==> src/hdl/mhpq_pkg.sv <==
// Shared widths, result codes and sequencer state type for the max-heap priority queue.
package mhpq_pkg;

  localparam int KEY_W   = 32;
  localparam int COUNT_W = 5;
  localparam int OUT_DATA_W = 72;

  typedef enum logic [1:0] {
    ST_DONE  = 2'd0,
    ST_FULL  = 2'd1,
    ST_EMPTY = 2'd2
  } status_t;

  typedef enum logic [0:0] {
    OP_INSERT = 1'b0,
    OP_REMOVE = 1'b1
  } op_t;

  typedef enum logic [6:0] {
    S_IDLE    = 7'b0000001,
    S_UP      = 7'b0000010,
    S_UP_CMP  = 7'b0000100,
    S_DN_LOAD = 7'b0001000,
    S_DN      = 7'b0010000,
    S_DN_L    = 7'b0100000,
    S_DN_R    = 7'b1000000
  } seq_state_t;

endpackage

==> src/hdl/max_heap_priority_queue.sv <==
// Binary max-heap priority queue of signed keys with insert and remove-maximum operations.
// Each input beat is an insert or a remove of the maximum; each gives exactly one result beat
// with a status, the removed key, the new top key and the new count. The keys sit in one
// store with one write port and a registered read port, walked by a small sequencer with signed
// comparators. A rejected operation (insert when full, remove when empty) is answered from idle.
// An insert is accepted, then for each level the new key climbs it reads the parent and moves
// it down, and it writes the key at the root or where a parent stops it. A remove is accepted,
// fetches the last key, then for each level the moved key sinks reads the left child and the
// right child when one exists and moves the larger up, and writes the key where it comes to
// rest without children or where no child is larger. The input is not ready while an operation
// is under way; the result sits in an output register, so the next beat is taken as soon as
// the previous result is taken.
module max_heap_priority_queue import mhpq_pkg::*; #(
  parameter int CAPACITY = 16
) (
  input  logic                  clk,
  input  logic                  rst_n,
  input  logic                  in_tvalid,
  output logic                  in_tready,
  input  logic [KEY_W-1:0]      in_tdata,   // [31:0] key_value
  input  logic                  in_tuser,   // [0] kind
  output logic                  out_tvalid,
  input  logic                  out_tready,
  output logic [OUT_DATA_W-1:0] out_tdata,  // [31:0] removed_key, [63:32] top_key,
                                            // [68:64] entry_count, [71:69] zero
  output logic [1:0]            out_tuser   // [1:0] status
);

  localparam int CNT_W = $clog2(CAPACITY + 1);
  localparam int IDX_W = (CAPACITY > 1) ? $clog2(CAPACITY) : 1;
  localparam int EXT_W = CNT_W + 1;
  localparam int PAD_W = OUT_DATA_W - 2 * KEY_W - COUNT_W;

  logic [KEY_W-1:0] heap_mem [CAPACITY];
  logic [KEY_W-1:0] rd_data_r;

  seq_state_t state_r, state_nxt;
  logic [CNT_W-1:0] count_r, count_nxt;
  logic [IDX_W-1:0] pos_r, pos_nxt;
  logic [IDX_W-1:0] best_idx_r, best_idx_nxt;
  logic             best_child_r, best_child_nxt;
  logic signed [KEY_W-1:0] key_r, key_nxt;
  logic signed [KEY_W-1:0] best_key_r, best_key_nxt;
  logic [KEY_W-1:0] top_r, top_nxt;
  logic [KEY_W-1:0] removed_r, removed_nxt;

  logic             wr_en;
  logic [IDX_W-1:0] wr_addr;
  logic [KEY_W-1:0] wr_data;
  logic [IDX_W-1:0] rd_addr;

  logic             done;
  status_t          done_status;

  logic             out_valid_r;
  status_t          out_status_r;
  logic [KEY_W-1:0] out_removed_r;
  logic [KEY_W-1:0] out_top_r;
  logic [COUNT_W-1:0] out_count_r;

  logic [EXT_W-1:0] pos_ext, count_ext, left_ext, right_ext;
  logic [IDX_W-1:0] parent_idx;
  logic             in_fire;
  logic             rd_gt_key, rd_gt_best;

  assign in_tready  = (state_r == S_IDLE) && (!out_valid_r || out_tready);
  assign in_fire    = in_tvalid && in_tready;

  assign pos_ext    = EXT_W'(pos_r);
  assign count_ext  = EXT_W'(count_r);
  assign left_ext   = (pos_ext << 1) + EXT_W'(1);
  assign right_ext  = left_ext + EXT_W'(1);
  assign parent_idx = (pos_r - IDX_W'(1)) >> 1;
  assign rd_gt_key  = $signed(rd_data_r) > key_r;
  assign rd_gt_best = $signed(rd_data_r) > best_key_r;

  always_comb begin
    state_nxt      = state_r;
    count_nxt      = count_r;
    pos_nxt        = pos_r;
    best_idx_nxt   = best_idx_r;
    best_child_nxt = best_child_r;
    key_nxt        = key_r;
    best_key_nxt   = best_key_r;
    removed_nxt    = removed_r;
    wr_en          = 1'b0;
    wr_addr        = pos_r;
    wr_data        = key_r;
    rd_addr        = '0;
    done           = 1'b0;
    done_status    = ST_DONE;
    unique case (state_r)
      S_IDLE: begin
        if (in_fire) begin
          if (op_t'(in_tuser) == OP_INSERT) begin
            if (count_r == CNT_W'(CAPACITY)) begin
              done        = 1'b1;
              done_status = ST_FULL;
            end else begin
              key_nxt     = $signed(in_tdata);
              pos_nxt     = IDX_W'(count_r);
              count_nxt   = count_r + CNT_W'(1);
              removed_nxt = '0;
              state_nxt   = S_UP;
            end
          end else begin
            if (count_r == '0) begin
              done        = 1'b1;
              done_status = ST_EMPTY;
            end else begin
              removed_nxt = top_r;
              count_nxt   = count_r - CNT_W'(1);
              rd_addr     = IDX_W'(count_r - CNT_W'(1));
              state_nxt   = S_DN_LOAD;
            end
          end
        end
      end
      S_UP: begin
        if (pos_r == '0) begin
          wr_en     = 1'b1;
          done      = 1'b1;
          state_nxt = S_IDLE;
        end else begin
          rd_addr   = parent_idx;
          state_nxt = S_UP_CMP;
        end
      end
      S_UP_CMP: begin
        wr_en = 1'b1;
        if (key_r > $signed(rd_data_r)) begin
          wr_data   = rd_data_r;
          pos_nxt   = parent_idx;
          state_nxt = S_UP;
        end else begin
          done      = 1'b1;
          state_nxt = S_IDLE;
        end
      end
      S_DN_LOAD: begin
        key_nxt   = $signed(rd_data_r);
        pos_nxt   = '0;
        state_nxt = S_DN;
      end
      S_DN: begin
        if (left_ext >= count_ext) begin
          wr_en     = 1'b1;
          done      = 1'b1;
          state_nxt = S_IDLE;
        end else begin
          rd_addr   = IDX_W'(left_ext);
          state_nxt = S_DN_L;
        end
      end
      S_DN_L: begin
        best_child_nxt = rd_gt_key;
        best_key_nxt   = rd_gt_key ? $signed(rd_data_r) : key_r;
        best_idx_nxt   = IDX_W'(left_ext);
        if (right_ext < count_ext) begin
          rd_addr   = IDX_W'(right_ext);
          state_nxt = S_DN_R;
        end else begin
          wr_en = 1'b1;
          if (rd_gt_key) begin
            wr_data   = rd_data_r;
            pos_nxt   = IDX_W'(left_ext);
            state_nxt = S_DN;
          end else begin
            done      = 1'b1;
            state_nxt = S_IDLE;
          end
        end
      end
      S_DN_R: begin
        wr_en = 1'b1;
        if (rd_gt_best) begin
          wr_data   = rd_data_r;
          pos_nxt   = IDX_W'(right_ext);
          state_nxt = S_DN;
        end else if (best_child_r) begin
          wr_data   = best_key_r;
          pos_nxt   = best_idx_r;
          state_nxt = S_DN;
        end else begin
          done      = 1'b1;
          state_nxt = S_IDLE;
        end
      end
      default: begin
        state_nxt = S_IDLE;
      end
    endcase
    top_nxt = (wr_en && wr_addr == '0) ? wr_data : top_r;
  end

  always_ff @(posedge clk) begin
    if (wr_en) begin
      heap_mem[wr_addr] <= wr_data;
    end
    rd_data_r <= heap_mem[rd_addr];
  end

  always_ff @(posedge clk) begin
    if (!rst_n) begin
      state_r     <= S_IDLE;
      count_r     <= '0;
      out_valid_r <= 1'b0;
    end else begin
      state_r <= state_nxt;
      count_r <= count_nxt;
      if (done) begin
        out_valid_r <= 1'b1;
      end else if (out_tready) begin
        out_valid_r <= 1'b0;
      end
    end
  end

  always_ff @(posedge clk) begin
    pos_r        <= pos_nxt;
    best_idx_r   <= best_idx_nxt;
    best_child_r <= best_child_nxt;
    key_r        <= key_nxt;
    best_key_r   <= best_key_nxt;
    top_r        <= top_nxt;
    removed_r    <= removed_nxt;
    if (done) begin
      out_status_r  <= done_status;
      out_removed_r <= (done_status == ST_DONE) ? removed_nxt : '0;
      out_top_r     <= (count_nxt == '0) ? '0 : top_nxt;
      out_count_r   <= COUNT_W'(count_nxt);
    end
  end

  assign out_tvalid = out_valid_r;
  assign out_tuser  = out_status_r;
  assign out_tdata  = {{PAD_W{1'b0}}, out_count_r, out_top_r, out_removed_r};

endmodule
==> config.mk <==
export PLATFORM = sky130hd
export DESIGN_NAME = max_heap_priority_queue
export DESIGN_NICKNAME = d
export VERILOG_FILES = /design/src/hdl/mhpq_pkg.sv /design/src/hdl/max_heap_priority_queue.sv
export SDC_FILE = /design/constraint.sdc
export NUM_CORES = 1
export LEC_CHECK = 0
export BUFFER_PORTS_ARGS = -buffer_cell sky130_fd_sc_hd__buf_2
export CORE_MARGIN = 4
export CORE_UTILIZATION = 25
export CTS_CLUSTER_DIAMETER = 30
export DETAILED_ROUTE_END_ITERATION = 8
export GPL_TIMING_DRIVEN = 0
export MAX_ROUTING_LAYER = met4
export PLACE_DENSITY_LB_ADDON = 0.25
export SLEW_MARGIN = 25
export SYNTH_ARGS = -nofsm -noshare
export SYNTH_HDL_FRONTEND = slang
export SYNTH_SLANG_ARGS = --single-unit
==> constraint.sdc <==
create_clock -name clk -period 14 [get_ports clk]
set_input_delay 0.7 -clock clk [delete_from_list [all_inputs] [get_ports clk]]
set_output_delay 0.7 -clock clk [all_outputs]
set_load 0.03 [all_outputs]
==> results of run 1 <==
-- report_power, final --
part           switching, uW  leakage [uW]  internal (uW)
Clock                   1290       0.00282           2670
Combinational           1170       0.00590            497
Sequential               103       0.00682           2710
Total                   2560        0.0155           5880
-- worst max-delay path by stage --
stage / start / end / slack, ns / cells past startpoint
3_3_place_gp: pos_r[2] / heap_mem[14][14] / 5.10 / 11
3_5_place_dp: pos_r[2] / heap_mem[15][11] / 8.47 / 14
6_report: pos_r[2] / heap_mem[12][11] / 8.43 / 14
4_1_cts: pos_r[2] / heap_mem[3][11] / 8.44 / 14
5_1_grt: pos_r[2] / out_top_r[20] / 8.13 / 16
2_1_floorplan: pos_r[2] / heap_mem[14][0] / 8.60 / 11
-- flip-flops by register name, indices dropped and copies added (netlist names), 2 cells and up --
| signal | cells |
|---|---|
| best_key_r | 32 |
| out_top_r | 32 |
| state_r | 7 |
| removed_r | 32 |
| best_idx_r | 3 |
| pos_r | 4 |
| out_count_r | 5 |
| top_r | 32 |
| heap_mem | 512 |
| out_removed_r | 32 |
| count_r | 5 |
| out_tuser | 2 |
| key_r | 32 |
| rd_data_r | 32 |
-- cell usage in the layout, fill, tap and decap left out, types with 39 or more instances in the layout --
master | netlist | layout
sky130_fd_sc_hd__o21ai_0 | 176 | 175
sky130_fd_sc_hd__mux2_2 | 87 | 87
sky130_fd_sc_hd__a31oi_1 | 68 | 68
sky130_fd_sc_hd__nor2b_1 | 39 | 39
sky130_fd_sc_hd__inv_1 | 87 | 86
sky130_fd_sc_hd__o211ai_1 | 66 | 66
sky130_fd_sc_hd__clkbuf_1 | 92 | 114
sky130_fd_sc_hd__buf_2 | 34 | 143
sky130_fd_sc_hd__a21oi_1 | 65 | 65
sky130_fd_sc_hd__nor2_1 | 67 | 55
sky130_fd_sc_hd__nand3_1 | 54 | 54
sky130_fd_sc_hd__edfxtp_1 | 655 | 655
sky130_fd_sc_hd__dfxtp_1 | 109 | 109
sky130_fd_sc_hd__ha_1 | 80 | 80
sky130_fd_sc_hd__mux2i_1 | 163 | 163
sky130_fd_sc_hd__clkbuf_16 | 0 | 173
sky130_fd_sc_hd__nand2_1 | 218 | 218
-- area by class of cell --
class                      count  area [um^2]  share of cell area (%)
buffer                       140        621.8                   1.487
timing repair buffer         150         1289                   3.082
multi-input combinational   1377         9771                   23.37
inverter                      87        329.1                  0.7870
antenna                        1        2.502                0.005985
tap                         1729         2163                   5.174
sequential                   764        21850                   52.26
clock inverter               113         1259                   3.010
clock buffer                 204         4526                   10.82
-- kinds of logic after synthesis --
group | after synthesis | synth area share (%)
XOR/XNOR | 9 | 0.2430
flip-flops | 764 | 67.37
adder cells (fa/ha/maj) | 80 | 3.086
AO/OA/AOI/OAI | 560 | 11.21
other | 1 | 0.01156
buffers and inverters | 227 | 2.913
multiplexers | 258 | 8.329
AND/OR/NAND/NOR | 467 | 6.840
-- layer usage --
layer | GRT usage [%] | part of all wire (%) | vias to the layer above
li1 | - | - | 9835
met1 | 19.86 | 45 | 10780
met2 | 24.79 | 47 | 723
met3 | 2.639 | 5.4 | 169
met4 | 4.493 | 2.4 | 0
met5 | - | 0 | -
-- metrics by stage --
stage / utilization, % / std cells
floorplan: - / 2368
global placement: 27.42 / 4206
detailed placement: 28.11 / 4247
CTS: 32.62 / 4564
global route: 32.62 / 4564
finish: 32.62 / 4565
-- worst max-delay path, stage by stage, from the launching register on --
cell and delay, ns:
sky130_fd_sc_hd__edfxtp_1 0.37, sky130_fd_sc_hd__clkbuf_1 0.27, sky130_fd_sc_hd__clkbuf_1 0.46, sky130_fd_sc_hd__nand3_1 0.16, sky130_fd_sc_hd__xnor2_1 0.16, sky130_fd_sc_hd__ha_1 0.33, sky130_fd_sc_hd__inv_1 0.06, sky130_fd_sc_hd__o21ai_0 0.48
sky130_fd_sc_hd__nor2_1 0.11, sky130_fd_sc_hd__nor2_1 0.30, sky130_fd_sc_hd__nand4_1 0.26, sky130_fd_sc_hd__o21ai_0 0.37, sky130_fd_sc_hd__clkbuf_1 0.64, sky130_fd_sc_hd__o21ai_0 0.33, sky130_fd_sc_hd__nand3_1 0.87
==> results.json, run 1 <==
{
  "outcome": "finished, final reports clean",
  "drc": 0,
  "vdd_drop_max_mv": 0.1032,
  "start_util_pct": 25.30,
  "detail-route-antenna-nets": 0,
  "final.setup.worst_slack_ns": 8.426,
  "finalNetCount": 2805,
  "grt_pass1_vias": 21400,
  "antenna_violations_before_repair": 6,
  "die_x_um": 368.2,
  "setup_viol": 0,
  "postRouteWirelength_um": 103900,
  "cts_sinks": 764,
  "netlist.top_cell.by_area": "sky130_fd_sc_hd__edfxtp_1",
  "ys_warn_count": 0,
  "dominantRegCellSynth": "sky130_fd_sc_hd__edfxtp_1",
  "postSynthRegisterBits": 764,
  "cts.clk_slew.worst_paths_ns": 0.05,
  "timing.critical_path.arrival_ns": 5.94,
  "worst_hold_path.num_cells": 3,
  "final.setup.tns_ns": 0,
  "synthDominantCellAreaShare_pct": 60.64,
  "synth_top_cells_by_area": "sky130_fd_sc_hd__edfxtp_1, sky130_fd_sc_hd__dfxtp_1, sky130_fd_sc_hd__mux2i_1",
  "global_route.overflow_total": 0,
  "path_class": "flop to flop",
  "cp_max_fo": 16,
  "dp_hpwl_um": 75080,
  "clockRootBuffer": "sky130_fd_sc_hd__clkbuf_16",
  "worst-r2r-setup-slack_ns": 8.43,
  "coreArea_mm2": 0.1282,
  "post_cts_setup_buffer_count": 0,
  "worst_r2r_startpoint": "pos_r[2]",
  "timing.clock.skew_ns": 0.02580,
  "detailed_router_iteration_count_before_antenna_repair": 5,
  "power.density_cell_area_mw_per_mm2": 201.9,
  "power_leakage_uw": 0.01554,
  "layout-area-overhead-vs-synth_pct": 28.91,
  "io-pin-count": 113,
  "fin_total_pwr_uw": 8441,
  "wl_per_cell_um": 22.77,
  "worst_hold_path_type": "input port to flop",
  "yosysUniqueCellTypes": 77,
  "worst_reg2reg_path_depth": 14,
  "synth_enable_flop_cells": 655,
  "synth_common_cells": "sky130_fd_sc_hd__edfxtp_1, sky130_fd_sc_hd__nand2_1, sky130_fd_sc_hd__o21ai_0",
  "start_kind": "flop",
  "worstMarginPinSlew_ns": 1.086,
  "grt_use_total_pct": 15.36,
  "filler_cell_count": 12760,
  "worst_hold_path_endpoint": "key_r[13]",
  "required_ns": 14.36,
  "placement.io_buffers": 109,
  "worst_r2r_endpoint": "heap_mem[12][11]",
  "worstHoldStart": "in_tdata[13]",
  "maxCapViolations": 0,
  "dr_total_vias": 21510,
  "cp-end-kind": "flop",
  "cts_htree_levels": 4,
  "cts_buffer_depth": 3,
  "dr.first_iter.drc_count": 1668,
  "drv_slew": 0,
  "hold_slack_ns": 0.2639,
  "synth_cells": 2366,
  "die_h_um": 368.2,
  "avgSynthCellArea_um2": 13.71,
  "final-hold-violation-count": 0,
  "tcrit_tclk_final_pct": 39.81,
  "grt_max_degree": 53,
  "setup_repair_after_global_routing_missed_its_margin": "false",
  "async_flop_share_pct": 0,
  "fp.dieArea_mm2": 0.1356,
  "yosysSeqAreaShare_pct": 67.37,
  "stdcell_area_mm2": 0.04181,
  "place.gp.congestion": 0.9019,
  "cts_inserted_buffers": 168,
  "global_route_wire_length_before_repair_um": 148500,
  "tritoncts": "yes",
  "placementRows": 131,
  "place_worst_setup_slack_ns": 8.473,
  "cts_hold_buffers": 0,
  "post-synth-top-count-cell": "sky130_fd_sc_hd__edfxtp_1",
  "clock_insertion_delay_worst_skew_ns": 0.73,
  "vias_per_cell": 4.711,
  "post_synth_instance_area_mm2": 0.03243,
  "standard_cell_area_after_detailed_placement_mm2": 0.03602,
  "period_minus_slack_ns": 5.574,
  "timing.slew.headroom_pct": 27.39,
  "fmaxAchievable_mhz": 179.4,
  "layout_cell_share_with_drive_strength_beyond_1_pct": 21.06,
  "post_cts.resized_instances": 0
}
Power figures use the tool's default switching activity.
==> inputs of run 2 (changes only) <==
==> constraint.sdc (replaced) <==
create_clock -name clk -period 5.7 [get_ports clk]
set_input_delay 0.285 -clock clk [delete_from_list [all_inputs] [get_ports clk]]
set_output_delay 0.285 -clock clk [all_outputs]
set_load 0.03 [all_outputs]
==> run 2 against run 1 <==
  * Register-to-register slack got worse by 8.0 ns
  * Fmax increased by 5.2%
  * First-iteration DRC count rose by 3.0%
  * Final area up 0.79%
  * Non-clock buffer count rose by 32
  * Hold slack worse by 0.22 ns
==> results.json, run 2 (synthesis results as in run 1) <==
{
  "outcome": "finished, final reports clean",
  "final-hold-violation-count": 0,
  "antenna_violations_before_repair": 6,
  "power_leakage_uw": 0.01569,
  "global_route_wire_length_before_repair_um": 148800,
  "placementRows": 131,
  "groute.layer.met1.usage_pct": 19.86,
  "top_library_cells_by_usage_in_the_layout_fill_and_taps_aside": "sky130_fd_sc_hd__edfxtp_1, sky130_fd_sc_hd__nand2_1, sky130_fd_sc_hd__o21ai_0, sky130_fd_sc_hd__clkbuf_16, sky130_fd_sc_hd__mux2i_1",
  "start_util_pct": 25.30,
  "timing.clock.skew_ns": 0.02559,
  "dp_hpwl_um": 75080,
  "cts_buffer_depth": 3,
  "tritoncts": "yes",
  "met3_usage_pct": 2.634,
  "dr_total_vias": 21580,
  "filler_cell_count": 12730,
  "cts_sinks": 764,
  "postRouteWirelength_um": 104000,
  "utilization_pct": 32.88,
  "largest_register": "heap_mem",
  "global_route.overflow_total": 0,
  "vdd_drop_max_mv": 0.2542,
  "grt_max_degree": 53,
  "drc": 0,
  "setup_repair_after_global_routing_missed_its_margin": "false",
  "required_ns": 6.09,
  "fp.dieArea_mm2": 0.1356,
  "cp-end-kind": "flop",
  "path_class": "flop to flop",
  "setup_viol": 0,
  "cts_inserted_buffers": 168,
  "placement.io_buffers": 109,
  "grt_most_used_layer": "met2",
  "tcrit_tclk_final_pct": 92.96,
  "largest_register_ffs": 512,
  "start_kind": "flop",
  "clock_insertion_delay_worst_skew_ns": 0.73,
  "cts_htree_levels": 4,
  "fin_total_pwr_uw": 20750,
  "clockRootBuffer": "sky130_fd_sc_hd__clkbuf_16",
  "coreArea_mm2": 0.1282,
  "layout-area-overhead-vs-synth_pct": 29.94,
  "cp_max_fo": 16,
  "grt_pass1_vias": 21550,
  "timing.critical_path.arrival_ns": 5.69,
  "vias_per_cell": 4.695,
  "worstMarginPinSlew_ns": 1.064,
  "post_cts_setup_buffer_count": 0,
  "timing.slew.headroom_pct": 28.85,
  "cts.clk_slew.worst_paths_ns": 0.04,
  "period_minus_slack_ns": 5.299,
  "fmaxAchievable_mhz": 188.7,
  "dr.first_iter.drc_count": 1718,
  "power.density_cell_area_mw_per_mm2": 492.3,
  "detailed_router_iteration_count_before_antenna_repair": 5,
  "finalNetCount": 2837,
  "die_h_um": 368.2,
  "die_x_um": 368.2,
  "mostFrequentLayoutCell": "sky130_fd_sc_hd__edfxtp_1",
  "wl_per_cell_um": 22.63,
  "layout_cell_share_with_drive_strength_beyond_1_pct": 20.93,
  "final.setup.tns_ns": 0,
  "place.gp.congestion": 0.9019,
  "worst_hold_path_type": "input port to flop",
  "grt.met2_usage_pct": 24.85,
  "stdcell_area_mm2": 0.04214,
  "detail-route-antenna-nets": 0,
  "maxCapViolations": 0,
  "grt_use_total_pct": 15.37,
  "drv_slew": 0,
  "io-pin-count": 113,
  "standard_cell_area_after_detailed_placement_mm2": 0.03602
}
## run 2: per-layer routing
| metal | vias up | routed length (um) |
|---|---|---|
| met5 | - | 0 |
| met4 | 0 | 2409 |
| li1 | 9890 | - |
| met2 | 710 | 49390 |
| met1 | 10830 | 46470 |
| met3 | 153 | 5761 |
## run 2: per-stage QoR
stage	cells	hold slack [ns]	setup WS, ns
floorplan	2368	0.4028	0.3039
global route	4596	0.06615	0.03925
global placement	4206	0.4565	-3.196
finish	4597	0.03918	0.4013
detailed placement	4247	0.4547	0.1732
CTS	4596	0.008807	0.1351
## run 2: report_power, final
group	switching, uW	leakage [uW]	internal, uW	total [uW]
clock	3160	0.00282	6570	9730
sequential	254	0.00682	6660	6910
combinational	2870	0.00605	1240	4110
## run 2: path summary, 6_finish.rpt
path / start / endpoint / slack (ns) / cells past startpoint
worst max-delay path: pos_r[2] / heap_mem[2][22] / 0.40 / 14
worst min-delay path: in_tdata[19] / key_r[19] / 0.04 / 3
worst max register to register: pos_r[2] / heap_mem[2][22] / 0.40 / 14
worst min register to register: removed_r[8] / removed_r[8] / 0.47 / 1
## run 2: layout make-up
cell class / count / area (um^2) / share of cell area (%)
Inverter: 87 / 329.1 / 0.7808
Antenna cell: 1 / 2.502 / 0.005938
Tap cell: 1729 / 2163 / 5.133
Clock inverter: 113 / 1259 / 2.987
Buffer: 140 / 623.1 / 1.479
Clock buffer: 204 / 4526 / 10.74
Timing Repair Buffer: 182 / 1609 / 3.818
Multi-Input combinational cell: 1377 / 9781 / 23.21
Sequential cell: 764 / 21850 / 51.85
## run 2: worst max-delay path, cell delays in order (launching register included)
cell	delay, ns
sky130_fd_sc_hd__edfxtp_1	0.37
sky130_fd_sc_hd__clkbuf_1	0.27
sky130_fd_sc_hd__clkbuf_1	0.46
sky130_fd_sc_hd__nand3_1	0.16
sky130_fd_sc_hd__xnor2_1	0.16
sky130_fd_sc_hd__ha_1	0.33
sky130_fd_sc_hd__inv_1	0.06
sky130_fd_sc_hd__o21ai_0	0.47
sky130_fd_sc_hd__nor2_1	0.11
sky130_fd_sc_hd__nor2_1	0.28
sky130_fd_sc_hd__nand4_1	0.26
sky130_fd_sc_hd__o21ai_0	0.37
sky130_fd_sc_hd__clkbuf_1	0.62
sky130_fd_sc_hd__o21ai_0	0.28
sky130_fd_sc_hd__nand3_1	0.74
## run 2: what timing repair did
action / 4_1_cts / 5_1_grt
resized for setup: 0 / 4
setup endpoints to repair: 0 / 35
hold endpoints to repair: 38 / 0
hold buffers: 32 / 0
